$ cat config.mk
export PLATFORM = sky130hd
export DESIGN_NAME = ring_lattice_neighbor_ids
export DESIGN_NICKNAME = d
export VERILOG_FILES = /design/src/rlni_pkg.sv /design/src/rlni_front.sv /design/src/rlni_queue.sv /design/src/rlni_back.sv /design/src/ring_lattice_neighbor_ids.sv
export SDC_FILE = /design/constraint.sdc
export NUM_CORES = 1
export LEC_CHECK = 0
export BUFFER_PORTS_ARGS = -buffer_cell sky130_fd_sc_hd__buf_2
export CAP_MARGIN = 5
export CORE_UTILIZATION = 50
export DETAILED_ROUTE_END_ITERATION = 8
export PLACE_DENSITY = 0.75
export SETUP_SLACK_MARGIN = 0.02
export SLEW_MARGIN = 20
export SYNTH_ARGS = -nofsm -noshare
export SYNTH_HDL_FRONTEND = slang
export SYNTH_SLANG_ARGS = --single-unit
$ cat constraint.sdc
create_clock -name clk -period 11.6 [get_ports clk]
set_input_delay 2.32 -clock clk [delete_from_list [all_inputs] [get_ports clk]]
set_output_delay 2.32 -clock clk [all_outputs]
set_load 0.005 [all_outputs]
$ cat src/rlni_pkg.sv
// rlni_pkg: shared types, constants and helper functions for the ring lattice
// neighbor id block. Used by rlni_front, rlni_queue, rlni_back and the top level.
// No dependencies.
`timescale 1ns / 1ps

package rlni_pkg;

	localparam int DEF_ID_BITS = 20;
	localparam int OUT_W       = 21;
	localparam int BASE_W      = 8;
	localparam int POS_W       = 7;
	localparam int QDEPTH      = 2;

	localparam logic [BASE_W-1:0] BASE_RESET = 8'd12;
	localparam logic [BASE_W-1:0] BASE_MIN   = 8'd2;

	localparam logic [1:0] KIND_SAME  = 2'd0;
	localparam logic [1:0] KIND_INNER = 2'd1;
	localparam logic [1:0] KIND_OUTER = 2'd2;

	typedef struct packed {
		logic             bad;
		logic             has_inner;
		logic [POS_W-1:0] pos;
		logic [POS_W-1:0] size;
		logic [OUT_W-1:0] start;
		logic [OUT_W-1:0] inner_nbr;
		logic [OUT_W-1:0] outer_nbr;
	} desc_t;

	// one 4-bit digit of a running remainder modulo 100, MSB first
	function automatic logic [POS_W-1:0] mod100_step(input logic [POS_W-1:0] r,
		input logic [3:0] d);
		logic [POS_W:0]   t;
		logic [POS_W-1:0] acc;
		acc = r;
		for (int i = 3; i >= 0; i--) begin
			t = {acc, d[i]};
			if (t >= 8'd100) begin
				t = t - 8'd100;
			end
			acc = t[POS_W-1:0];
		end
		return acc;
	endfunction

	// remainder modulo 12 of a value below 60
	function automatic logic [POS_W-1:0] mod12_small(input logic [POS_W-1:0] p);
		logic [POS_W-1:0] r;
		if (p >= 7'd48) begin
			r = p - 7'd48;
		end else if (p >= 7'd36) begin
			r = p - 7'd36;
		end else if (p >= 7'd24) begin
			r = p - 7'd24;
		end else if (p >= 7'd12) begin
			r = p - 7'd12;
		end else begin
			r = p;
		end
		return r;
	endfunction

endpackage

$ cat src/rlni_front.sv
// rlni_front: input side. Holds the base register, reduces the id modulo 100
// one 4-bit digit per cycle and classifies it into a ring descriptor.
// Depends on rlni_pkg.
`timescale 1ns / 1ps

module rlni_front
	import rlni_pkg::*;
#(
	parameter int ID_BITS = DEF_ID_BITS
) (
	input  logic               clk,
	input  logic               arst_n,
	input  logic               push,
	output logic               full,
	input  logic [ID_BITS-1:0] thread_number,
	input  logic               cfg_valid,
	output logic               cfg_ready,
	input  logic [BASE_W-1:0]  cfg_data,
	output logic               desc_valid,
	input  logic               desc_ready,
	output desc_t              desc
);

	localparam int NDIG = (ID_BITS + 3) / 4;
	localparam int PADW = NDIG * 4;
	localparam int CW   = $clog2(NDIG);

	localparam logic [1:0] ST_IDLE = 2'd0;
	localparam logic [1:0] ST_RUN  = 2'd1;
	localparam logic [1:0] ST_DONE = 2'd2;

	logic [1:0]         state_q;
	logic [BASE_W-1:0]  base_q;
	logic [ID_BITS-1:0] id_q;
	logic [PADW-1:0]    sh_q;
	logic [POS_W-1:0]   rem_q;
	logic [CW-1:0]      cnt_q;
	logic               bad_q;

	logic               accept;
	logic               is_small;
	logic [7:0]         lo;
	logic [OUT_W-1:0]   id_w;
	logic [POS_W-1:0]   ext_pos;

	assign cfg_ready  = 1'b1;
	assign desc_valid = (state_q == ST_DONE);
	assign full       = (state_q != ST_IDLE) && !(state_q == ST_DONE && desc_ready);
	assign accept     = push && !full;

	always_ff @(posedge clk or negedge arst_n) begin
		if (!arst_n) begin
			base_q <= BASE_RESET;
		end else if (cfg_valid && cfg_ready) begin
			base_q <= cfg_data;
		end
	end

	always_ff @(posedge clk or negedge arst_n) begin
		if (!arst_n) begin
			state_q <= ST_IDLE;
		end else if (accept) begin
			state_q <= (base_q < BASE_MIN) ? ST_DONE : ST_RUN;
		end else begin
			case (state_q)
				ST_RUN: begin
					if (cnt_q == '0) begin
						state_q <= ST_DONE;
					end
				end
				ST_DONE: begin
					if (desc_ready) begin
						state_q <= ST_IDLE;
					end
				end
				default: state_q <= state_q;
			endcase
		end
	end

	always_ff @(posedge clk) begin
		if (accept) begin
			id_q  <= thread_number;
			sh_q  <= PADW'(thread_number);
			rem_q <= '0;
			cnt_q <= CW'(NDIG - 1);
			bad_q <= (base_q < BASE_MIN);
		end else if (state_q == ST_RUN) begin
			rem_q <= mod100_step(rem_q, sh_q[PADW-1 -: 4]);
			sh_q  <= sh_q << 4;
			cnt_q <= cnt_q - 1'b1;
		end
	end

	assign lo       = id_q[7:0];
	assign is_small = (id_q < ID_BITS'(232));
	assign id_w     = OUT_W'(id_q);
	// ring 4 starts at 232, so the position is (id mod 100 - 32) mod 100
	assign ext_pos  = (rem_q >= 7'd32) ? (rem_q - 7'd32) : (rem_q + 7'd68);

	always_comb begin
		desc           = '0;
		desc.bad       = bad_q;
		desc.has_inner = 1'b1;
		if (!is_small) begin
			desc.pos       = ext_pos;
			desc.size      = 7'd100;
			desc.start     = id_w - OUT_W'(ext_pos);
			desc.inner_nbr = id_w - OUT_W'(100);
			desc.outer_nbr = id_w + OUT_W'(100);
		end else if (lo < 8'd12) begin
			desc.has_inner = 1'b0;
			desc.pos       = lo[POS_W-1:0];
			desc.size      = 7'd12;
			desc.start     = '0;
			desc.outer_nbr = OUT_W'(lo) + OUT_W'(12);
		end else if (lo < 8'd72) begin
			desc.pos       = POS_W'(lo - 8'd12);
			desc.size      = 7'd60;
			desc.start     = OUT_W'(12);
			desc.inner_nbr = OUT_W'(mod12_small(POS_W'(lo - 8'd12)));
			desc.outer_nbr = OUT_W'(lo) + OUT_W'(60);
		end else if (lo < 8'd132) begin
			desc.pos       = POS_W'(lo - 8'd72);
			desc.size      = 7'd60;
			desc.start     = OUT_W'(72);
			desc.inner_nbr = OUT_W'(lo) - OUT_W'(60);
			desc.outer_nbr = OUT_W'(lo) + OUT_W'(60);
		end else begin
			desc.pos       = POS_W'(lo - 8'd132);
			desc.size      = 7'd100;
			desc.start     = OUT_W'(132);
			desc.inner_nbr = (lo >= 8'd192) ? (OUT_W'(lo) - OUT_W'(120))
				: (OUT_W'(lo) - OUT_W'(60));
			desc.outer_nbr = OUT_W'(lo) + OUT_W'(100);
		end
	end

`ifndef SYNTHESIS
	a_accept_blocks: assert property (@(posedge clk) disable iff (!arst_n)
		accept && base_q >= BASE_MIN |=> full)
		else $error("front took a new transaction while reducing the last one");
`endif

endmodule

$ cat src/rlni_queue.sv
// rlni_queue: short descriptor queue between front and back.
// Depends on rlni_pkg (desc_t, QDEPTH).
`timescale 1ns / 1ps

module rlni_queue
	import rlni_pkg::*;
(
	input  logic  clk,
	input  logic  arst_n,
	input  logic  wr_valid,
	output logic  wr_ready,
	input  desc_t wr_data,
	output logic  rd_valid,
	input  logic  rd_pop,
	output desc_t rd_data
);

	localparam int PTR_W = $clog2(QDEPTH);
	localparam int CNT_W = $clog2(QDEPTH + 1);

	desc_t            mem_q [QDEPTH];
	logic [PTR_W-1:0] wp_q;
	logic [PTR_W-1:0] rp_q;
	logic [CNT_W-1:0] cnt_q;
	logic             wr_en;
	logic             rd_en;

	assign wr_ready = (cnt_q != CNT_W'(QDEPTH));
	assign rd_valid = (cnt_q != '0);
	assign wr_en    = wr_valid && wr_ready;
	assign rd_en    = rd_pop && rd_valid;
	assign rd_data  = mem_q[rp_q];

	always_ff @(posedge clk or negedge arst_n) begin
		if (!arst_n) begin
			wp_q  <= '0;
			rp_q  <= '0;
			cnt_q <= '0;
		end else begin
			if (wr_en) begin
				wp_q <= (wp_q == PTR_W'(QDEPTH - 1)) ? '0 : wp_q + 1'b1;
			end
			if (rd_en) begin
				rp_q <= (rp_q == PTR_W'(QDEPTH - 1)) ? '0 : rp_q + 1'b1;
			end
			case ({wr_en, rd_en})
				2'b10:   cnt_q <= cnt_q + 1'b1;
				2'b01:   cnt_q <= cnt_q - 1'b1;
				default: cnt_q <= cnt_q;
			endcase
		end
	end

	always_ff @(posedge clk) begin
		if (wr_en) begin
			mem_q[wp_q] <= wr_data;
		end
	end

`ifndef SYNTHESIS
	a_cnt_bound: assert property (@(posedge clk) disable iff (!arst_n)
		cnt_q <= CNT_W'(QDEPTH))
		else $error("descriptor queue count out of range");
`endif

endmodule

$ cat src/rlni_back.sv
// rlni_back: result sequencer. Walks one descriptor through its neighbor results,
// one per cycle into a result register while it is free or popped. Depends on rlni_pkg.
`timescale 1ns / 1ps

module rlni_back
	import rlni_pkg::*;
(
	input  logic             clk,
	input  logic             arst_n,
	input  logic             desc_valid,
	output logic             desc_pop,
	input  desc_t            desc,
	output logic             empty,
	input  logic             pop,
	output logic [OUT_W-1:0] nbr_id,
	output logic [1:0]       neighbor_kind,
	output logic             bad_base,
	output logic             is_last
);

	localparam logic [2:0] STEP_FIRST     = 3'd0;
	localparam logic [2:0] STEP_LAST_SAME = 3'd5;
	localparam logic [2:0] STEP_INNER     = 3'd6;
	localparam logic [2:0] STEP_OUTER     = 3'd7;

	logic [2:0]       step_q;
	logic             oval_q;
	logic [OUT_W-1:0] id_q;
	logic [1:0]       kind_q;
	logic             bad_q;
	logic             last_q;

	logic             issue;
	logic             last_now;
	logic [POS_W-1:0] d;
	logic [POS_W:0]   sum;
	logic [POS_W-1:0] np;
	logic [OUT_W-1:0] id_n;
	logic [1:0]       kind_n;

	assign issue    = desc_valid && (!oval_q || pop);
	assign last_now = desc.bad || (step_q == STEP_OUTER);
	assign desc_pop = issue && last_now;

	always_comb begin
		d   = (step_q < 3'd3) ? POS_W'(3'd3 - step_q) : POS_W'(step_q - 3'd2);
		sum = '0;
		if (step_q < 3'd3) begin
			if (desc.pos >= d) begin
				np = desc.pos - d;
			end else begin
				np = desc.pos + desc.size - d;
			end
		end else begin
			sum = {1'b0, desc.pos} + {1'b0, d};
			if (sum >= {1'b0, desc.size}) begin
				np = POS_W'(sum - {1'b0, desc.size});
			end else begin
				np = sum[POS_W-1:0];
			end
		end
	end

	always_comb begin
		if (desc.bad) begin
			id_n   = '0;
			kind_n = KIND_SAME;
		end else begin
			case (step_q)
				STEP_INNER: begin
					id_n   = desc.inner_nbr;
					kind_n = KIND_INNER;
				end
				STEP_OUTER: begin
					id_n   = desc.outer_nbr;
					kind_n = KIND_OUTER;
				end
				default: begin
					id_n   = desc.start + OUT_W'(np);
					kind_n = KIND_SAME;
				end
			endcase
		end
	end

	always_ff @(posedge clk or negedge arst_n) begin
		if (!arst_n) begin
			step_q <= STEP_FIRST;
			oval_q <= 1'b0;
		end else begin
			if (issue) begin
				oval_q <= 1'b1;
			end else if (pop) begin
				oval_q <= 1'b0;
			end
			if (issue) begin
				if (last_now) begin
					step_q <= STEP_FIRST;
				end else if (step_q == STEP_LAST_SAME && !desc.has_inner) begin
					step_q <= STEP_OUTER;
				end else begin
					step_q <= step_q + 1'b1;
				end
			end
		end
	end

	always_ff @(posedge clk) begin
		if (issue) begin
			id_q   <= id_n;
			kind_q <= kind_n;
			bad_q  <= desc.bad;
			last_q <= last_now;
		end
	end

	assign empty         = !oval_q;
	assign nbr_id        = id_q;
	assign neighbor_kind = kind_q;
	assign bad_base      = bad_q;
	assign is_last       = last_q;

`ifndef SYNTHESIS
	a_bad_single: assert property (@(posedge clk) disable iff (!arst_n)
		oval_q && bad_q |-> last_q)
		else $error("error result not marked last");
	a_inner_not_last: assert property (@(posedge clk) disable iff (!arst_n)
		oval_q && kind_q == KIND_INNER |-> !last_q)
		else $error("inner neighbor marked last");
	a_outer_last: assert property (@(posedge clk) disable iff (!arst_n)
		oval_q && kind_q == KIND_OUTER |-> last_q)
		else $error("outer neighbor not marked last");
`endif

endmodule

$ cat src/ring_lattice_neighbor_ids.sv
// Channel   Dir  Handshake              Payload
// input     in   push / full            thread_number
// result    out  empty / pop            nbr_id, neighbor_kind, bad_base, is_last
// config    in   cfg_valid / cfg_ready  cfg_data (symmetry_base)
//
// Front reduces the id mod 100 one 4-bit digit per cycle and takes no new id
// until its descriptor is handed to the queue; a bad base skips the reduction. Back
// emits one result per cycle while the result register is free or being popped: 8 per
// transaction, 7 in ring 0, 1 on a bad base. The slower side sets the sustained
// rate. A two-entry queue and the result register let each side stall.
// Reset: symmetry_base = 12, queue and result register empty.
// Depends on rlni_pkg, rlni_front, rlni_queue, rlni_back.
`timescale 1ns / 1ps

module ring_lattice_neighbor_ids
	import rlni_pkg::*;
#(
	parameter int ID_BITS = DEF_ID_BITS
) (
	input  logic               clk,
	input  logic               arst_n,
	input  logic               push,
	output logic               full,
	input  logic [ID_BITS-1:0] thread_number,
	output logic               empty,
	input  logic               pop,
	output logic [OUT_W-1:0]   nbr_id,
	output logic [1:0]         neighbor_kind,
	output logic               bad_base,
	output logic               is_last,
	input  logic               cfg_valid,
	output logic               cfg_ready,
	input  logic [BASE_W-1:0]  cfg_data
);

	logic  f_valid;
	logic  f_ready;
	desc_t f_desc;
	logic  b_valid;
	logic  b_pop;
	desc_t b_desc;

	rlni_front #(
		.ID_BITS(ID_BITS)
	) u_front (
		.clk          (clk),
		.arst_n       (arst_n),
		.push         (push),
		.full         (full),
		.thread_number(thread_number),
		.cfg_valid    (cfg_valid),
		.cfg_ready    (cfg_ready),
		.cfg_data     (cfg_data),
		.desc_valid   (f_valid),
		.desc_ready   (f_ready),
		.desc         (f_desc)
	);

	rlni_queue u_queue (
		.clk     (clk),
		.arst_n  (arst_n),
		.wr_valid(f_valid),
		.wr_ready(f_ready),
		.wr_data (f_desc),
		.rd_valid(b_valid),
		.rd_pop  (b_pop),
		.rd_data (b_desc)
	);

	rlni_back u_back (
		.clk          (clk),
		.arst_n       (arst_n),
		.desc_valid   (b_valid),
		.desc_pop     (b_pop),
		.desc         (b_desc),
		.empty        (empty),
		.pop          (pop),
		.nbr_id       (nbr_id),
		.neighbor_kind(neighbor_kind),
		.bad_base     (bad_base),
		.is_last      (is_last)
	);

endmodule
==> results of run 1 <==
placed cells by master (no fill, tap or decap), types with 9 or more instances in the layout:
cell	n
a21o_1	13
a21oi_1	76
a31oi_1	15
and3_1	14
buf_2	58
clkbuf_16	26
dfrtp_1	14
dfxtp_1	10
edfxtp_1	216
fa_1	10
ha_1	75
inv_1	77
mux2_2	27
mux2i_1	58
nand2_1	133
nand2b_1	9
nand3_1	16
nor2_1	101
nor2b_1	13
nor3_1	14
nor4_1	13
o21ai_0	51
o22ai_1	29
o31ai_1	9
xnor2_1	63
xor2_1	40
per-stage QoR:
stage                     util (%)  setup slack (ns)  hold slack (ns)  cells
final                         55.9              3.79            0.453   1722
after global routing          55.9              3.00            0.462   1722
after CTS                     55.9              3.84            0.450   1722
after detailed placement      52.9              3.88            0.437   1674
after global placement        52.9              4.02            0.429   1674
after floorplan                  -              4.56            0.421   1296
cells by family (layout without fill, tap and decap cells):
kind of cell | count (synthesis) | after routing | share of synthesized area [%]
AO/OA/AOI/OAI | 272 | 272 | 12.9
flip-flops | 243 | 243 | 50.4
adder cells (fa/ha/maj) | 85 | 85 | 8.06
multiplexers | 85 | 85 | 6.26
buffers and inverters | 144 | 192 | 4.00
XOR/XNOR | 104 | 104 | 6.58
other | 2 | 5 | 0.0532
AND/OR/NAND/NOR | 358 | 358 | 11.8
final timing paths:
path                             startpoint                   end  slack (ns)  depth (start not counted)
setup / recovery           u_back.step_q[1]     u_back.nbr_id[20]        3.79                         31
max in group asynchronous            arst_n     u_front.base_q[3]        9.57                          1
min in group asynchronous            arst_n      u_back.step_q[2]        1.71                          1
hold / removal                u_front.bad_q  u_queue.mem_q[0][78]        0.45                          0
hold reg to reg               u_front.bad_q  u_queue.mem_q[0][78]        0.45                          0
setup reg to reg           u_back.step_q[1]     u_back.nbr_id[20]        3.79                         31
state kept, by name, summed over array words and instances (netlist names), 2 cells and up:
register / flops
u_front.sh_q: 20
u_front.base_q: 7
u_front.cnt_q: 3
u_queue.mem_q: 150
u_front.id_q: 20
u_back.neighbor_kind: 2
u_queue.cnt_q: 2
u_front.rem_q: 7
u_back.step_q: 3
u_back.nbr_id: 21
u_front.state_q: 2
per-layer routing:
layer / vias to the layer above / wire (um) / GRT usage [%]
li1: 4727 / - / -
met1: 4623 / 13700 / 29.7
met2: 332 / 13600 / 33.3
met3: 59 / 2020 / 2.84
met4: 0 / 735 / 6.50
met5: - / 0 / 0
layout make-up:
cell class / count / area (sq um) / share of cell area (%)
Timing Repair Buffer: 66 / 350 / 2.26
Tap cell: 378 / 473 / 3.05
Multi-Input combinational cell: 909 / 6470 / 41.7
Inverter: 78 / 293 / 1.89
Sequential cell: 243 / 7120 / 45.9
Clock buffer: 29 / 662 / 4.27
Clock inverter: 19 / 153 / 0.984
critical path, delay by kind of cell, from the launching register on:
family          cells  cell delay (ns)
compound gates      9             1.50
xor+xnor            3             0.51
fa+ha+maj           5             1.74
buf+inv             3             0.49
flops               1             0.47
mux                 1             0.86
simple gates       10             1.97
==> qor.txt, run 1 <==
Status -> finished clean
Routed WL -> 30.1 mm
Setup violations, final -> 0
Hold WC Path Type -> flop to flop
CTS tree -> built
DRC violations left -> 0
Slew @ Worst Pin -> 1.13 ns
Average via count per standard cell -> 5.66
Kind of critical path -> flop to flop
Clock buffer depth -> 3
Mean area per synthesized cell -> 10.9 sq um
FF+latch count, synth -> 243
Final antenna diode count -> 0
Layout area overhead -> 9.89%
Placed inst area -> 14700 sq um
Total gr overflow -> 0
Core ar. -> 27800 sq um
FP Rows -> 61
Dominant cell type by area after synthesis -> edfxtp_1
Slowest cell on crit path -> mux2i_1
Synth top area cells -> edfxtp_1 (46%), ha_1 (6.6%), mux2i_1 (4.1%)
Gr usage total -> 20.9%
Largest net degree at the start of global routing -> 76
Initial core utilization -> 50.8%
Clk_skew -> 0.0231 ns
Filler cells -> 2355
Post-Syn Instances -> 1293
DP Wirelength -> 21.1 mm
Clock tree root buffer cell -> clkbuf_16
Die X -> 170 um
Crit path arrival time -> 8.09 ns
Post-synth top cells -> edfxtp_1 (216), nand2_1 (133), nor2_1 (103), inv_1 (78), a21oi_1 (76)
Count leader, synth -> edfxtp_1
Die footprint -> 28900 sq um
DR iter-0 viols -> 855
Min Tclk post-route -> 7.81 ns
Layout cell share with drive strength beyond 1 -> 12.0%
Final Instance Area -> 15500 sq um
Worst-skew pair later-pin latency -> 0.54 ns
Die Span Y -> 170 um
First-pass GRT wire length -> 47.9 mm
Fin nets -> 1442
Initial antenna violation count -> 0
TritonCTS Buffers -> 26
Setup_tns -> 0 ns
Final Hold Viols -> 0
Rel. slew slack -> 24.7%
Most frequent CP cell -> ha_1
Post-CTS Resized -> 0
Yosys cell types -> 83
Register area share after synthesis -> 50.4%
Mapped Area -> 14100 sq um
Clock slew seen by the registers of the worst setup and hold paths -> 0.06 ns
Worst path required time -> 11.88 ns
DR WL/cell -> 17.5 um
Number of global-route vias before repair -> 9244
Post-synth EDFFs -> 216
Vias -> 9741
GPL Wtd Cong -> 0.910
PortBufs -> 58
Max Cap Viol -> 0
RSZ-0062 raised after global routing -> false
Hold buffer count at cts -> 0
Post-synth top area share -> 45.9%
Fin crit share -> 67.3%
Async set or reset register ratio after synthesis -> 7.00%
CP startpoint kind -> flop
CP peak stage delay -> 0.86 ns
# IOs -> 61
Crit path max fanout -> 13
Crit path capture type -> flop
Postcts setup bufs -> 0
Synth warn -> 0
Fmax -> 128 MHz
DR pass1 iterations -> 5
Synth Flop Type -> edfxtp_1
ANT nets after route -> 0
CTS HTree Levels -> 1
CTS sink count -> 243
Slew Viols, Final -> 0
Power of run 1 is left out: the tool's default activity adds up to more than one toggle a clock period on the data nets, which glitch-free logic cannot reach.
==> inputs of run 2 (changes only) <==
--- a/config.mk
+++ b/config.mk
@@ -9,7 +9,7 @@
 export CAP_MARGIN = 5
 export CORE_UTILIZATION = 50
 export DETAILED_ROUTE_END_ITERATION = 8
-export PLACE_DENSITY = 0.75
+export PLACE_DENSITY = 0.77
 export SETUP_SLACK_MARGIN = 0.02
 export SLEW_MARGIN = 20
 export SYNTH_ARGS = -nofsm -noshare
==> constraint.sdc (replaced) <==
create_clock -name clk -period 6.7 [get_ports clk]
set_input_delay 1.34 -clock clk [delete_from_list [all_inputs] [get_ports clk]]
set_output_delay 1.34 -clock clk [all_outputs]
set_load 0.005 [all_outputs]
==> qor.txt, run 2 (synthesis gave the netlist of run 1 again) <==
Most frequent cells in the layout -> edfxtp_1 (216), nand2_1 (133), nor2_1 (100) (was edfxtp_1 (216), nand2_1 (133), nor2_1 (101))
Clock tree root buffer cell -> clkbuf_16 (unchanged)
Clk_skew -> 0.0228 ns (was 0.0231 ns)
Postcts setup bufs -> 0 (unchanged)
Die footprint -> 28900 sq um (unchanged)
GPL Wtd Cong -> 0.905 (was 0.910)
Top reg by flops -> u_queue.mem_q (unchanged)
CP startpoint kind -> flop (unchanged)
Vias -> 9707 (was 9741)
Core ar. -> 27800 sq um (unchanged)
DR pass1 iterations -> 6 (was 5)
Final antenna diode count -> 0 (unchanged)
CTS sink count -> 243 (unchanged)
Rel. slew slack -> 24.0% (was 24.7%)
First-pass GRT wire length -> 46.5 mm (was 47.9 mm)
Final Hold Viols -> 0 (unchanged)
Worst path required time -> 6.98 ns (was 11.88 ns)
Crit path capture type -> flop (unchanged)
Min Tclk post-route -> 6.25 ns (was 7.81 ns)
Layout area overhead -> 10.3% (was 9.89%)
Hold WC Path Type -> flop to flop (unchanged)
Fin nets -> 1448 (was 1442)
Gr usage total -> 20.3% (was 20.9%)
Worst-skew pair later-pin latency -> 0.54 ns (about the same)
Slew @ Worst Pin -> 1.14 ns (was 1.13 ns)
DP Wirelength -> 20.6 mm (was 21.1 mm)
Worst slack at placement -> 0.148 ns (was 3.88 ns)
Total gr overflow -> 0 (unchanged)
Final Instance Area -> 15600 sq um (was 15500 sq um)
Kind of critical path -> flop to flop (unchanged)
# IOs -> 61 (unchanged)
Clock slew seen by the registers of the worst setup and hold paths -> 0.06 ns (about the same)
Fmax -> 160 MHz (was 128 MHz)
Average via count per standard cell -> 5.62 (was 5.66)
PortBufs -> 58 (unchanged)
Setup_tns -> 0 ns (unchanged)
Crit path arrival time -> 6.53 ns (was 8.09 ns)
Routed WL -> 29.1 mm (was 30.1 mm)
DRC violations left -> 0 (unchanged)
Fin crit share -> 93.3% (was 67.3%)
Max Cap Viol -> 0 (unchanged)
Slowest cell on crit path -> dfrtp_1 (was mux2i_1)
CTS HTree Levels -> 1 (unchanged)
Most frequent CP cell -> a21oi_1 (was ha_1)
Layout cell share with drive strength beyond 1 -> 12.7% (was 12.0%)
Die Span Y -> 170 um (unchanged)
Setup violations, final -> 0 (unchanged)
Initial antenna violation count -> 0 (unchanged)
Commonest non-fill, non-tap cell in the layout -> edfxtp_1 (unchanged)
Placed inst area -> 14700 sq um (about the same)
Slew Viols, Final -> 0 (unchanged)
TritonCTS Buffers -> 26 (unchanged)
Largest net degree at the start of global routing -> 76 (unchanged)
Slack of the critical path -> 0.446 ns (was 3.79 ns)
Hold buffer count at cts -> 0 (unchanged)
Number of global-route vias before repair -> 9042 (was 9244)
ANT nets after route -> 0 (unchanged)
Die X -> 170 um (unchanged)
CP peak stage delay -> 0.43 ns (was 0.86 ns)
Status -> finished clean (unchanged)
DR WL/cell -> 16.8 um (was 17.5 um)
Clock buffer depth -> 3 (unchanged)
FP Rows -> 61 (unchanged)
DR iter-0 viols -> 773 (was 855)
Post-CTS Resized -> 0 (unchanged)
CTS tree -> built (unchanged)
Max reg flops -> 150 (unchanged)
Initial core utilization -> 50.8% (unchanged)
Crit path max fanout -> 6 (was 13)
[run 2: cell types whose count changed in the layout (fill, tap and decap cells not counted), moves of 2 or more]
cell        previous run  this run
buf_4                  8        14
nor4_1                13        11
clkinv_2               4         6
nor4_2                 0         2
clkinvlp_4             4         2
o21ai_1                3         5
o21ai_0               51        49
[run 2: critical path: cells and delay by family (launching register included)]
kind,cells,cell delay (ns)
buffers and inverters,5,0.48
AND/OR/NAND/NOR,10,1.57
XOR/XNOR,2,0.25
AO/OA/AOI/OAI,9,1.27
multiplexers,2,0.49
flip-flops,1,0.43
adder cells (fa/ha/maj),5,1.51
[run 2: per-layer routing]
metal,vias to the layer above,track usage (%),wire length (um)
met4,0,5.52,568
li1,4731,-,-
met1,4622,29.3,13700
met2,307,32.3,13300
met5,-,0,0
met3,47,2.42,1570
[run 2: cell type report]
| class | count | area [sq um] |
|---|---|---|
| Clock buffer | 30 | 666 |
| Clock inverter | 18 | 141 |
| Fill cell | 2316 | 12200 |
| Inverter | 78 | 293 |
| Multi-Input combinational cell | 909 | 6490 |
| Sequential cell | 243 | 7120 |
| Tap cell | 378 | 473 |
| Timing Repair Buffer | 72 | 395 |
[run 2: per-stage QoR]
| step | hold WS [ns] | utilization (%) | instances |
|---|---|---|---|
| final | 0.459 | 56.1 | 1728 |
| after global routing | 0.487 | 56.1 | 1728 |
| after CTS | 0.468 | 56.0 | 1728 |
| after detailed placement | 0.454 | 53.1 | 1680 |
| after global placement | 0.426 | 53.1 | 1680 |
| after floorplan | 0.421 | - | 1296 |
[run 2: worst paths after layout]
| path | startpoint | end | cells past startpoint | slack, ns |
|---|---|---|---|---|
| min in group asynchronous | arst_n | u_front.base_q[7] | 1 | 0.74 |
| max in group asynchronous | arst_n | u_front.base_q[2] | 1 | 5.64 |
| hold / removal | u_front.bad_q | u_queue.mem_q[0][78] | 0 | 0.46 |
| hold reg to reg | u_front.bad_q | u_queue.mem_q[0][78] | 0 | 0.46 |
| setup reg to reg | u_back.step_q[0] | u_back.nbr_id[19] | 33 | 0.45 |
| setup / recovery | u_back.step_q[0] | u_back.nbr_id[19] | 33 | 0.45 |
Power of run 2 is left out for the same reason.
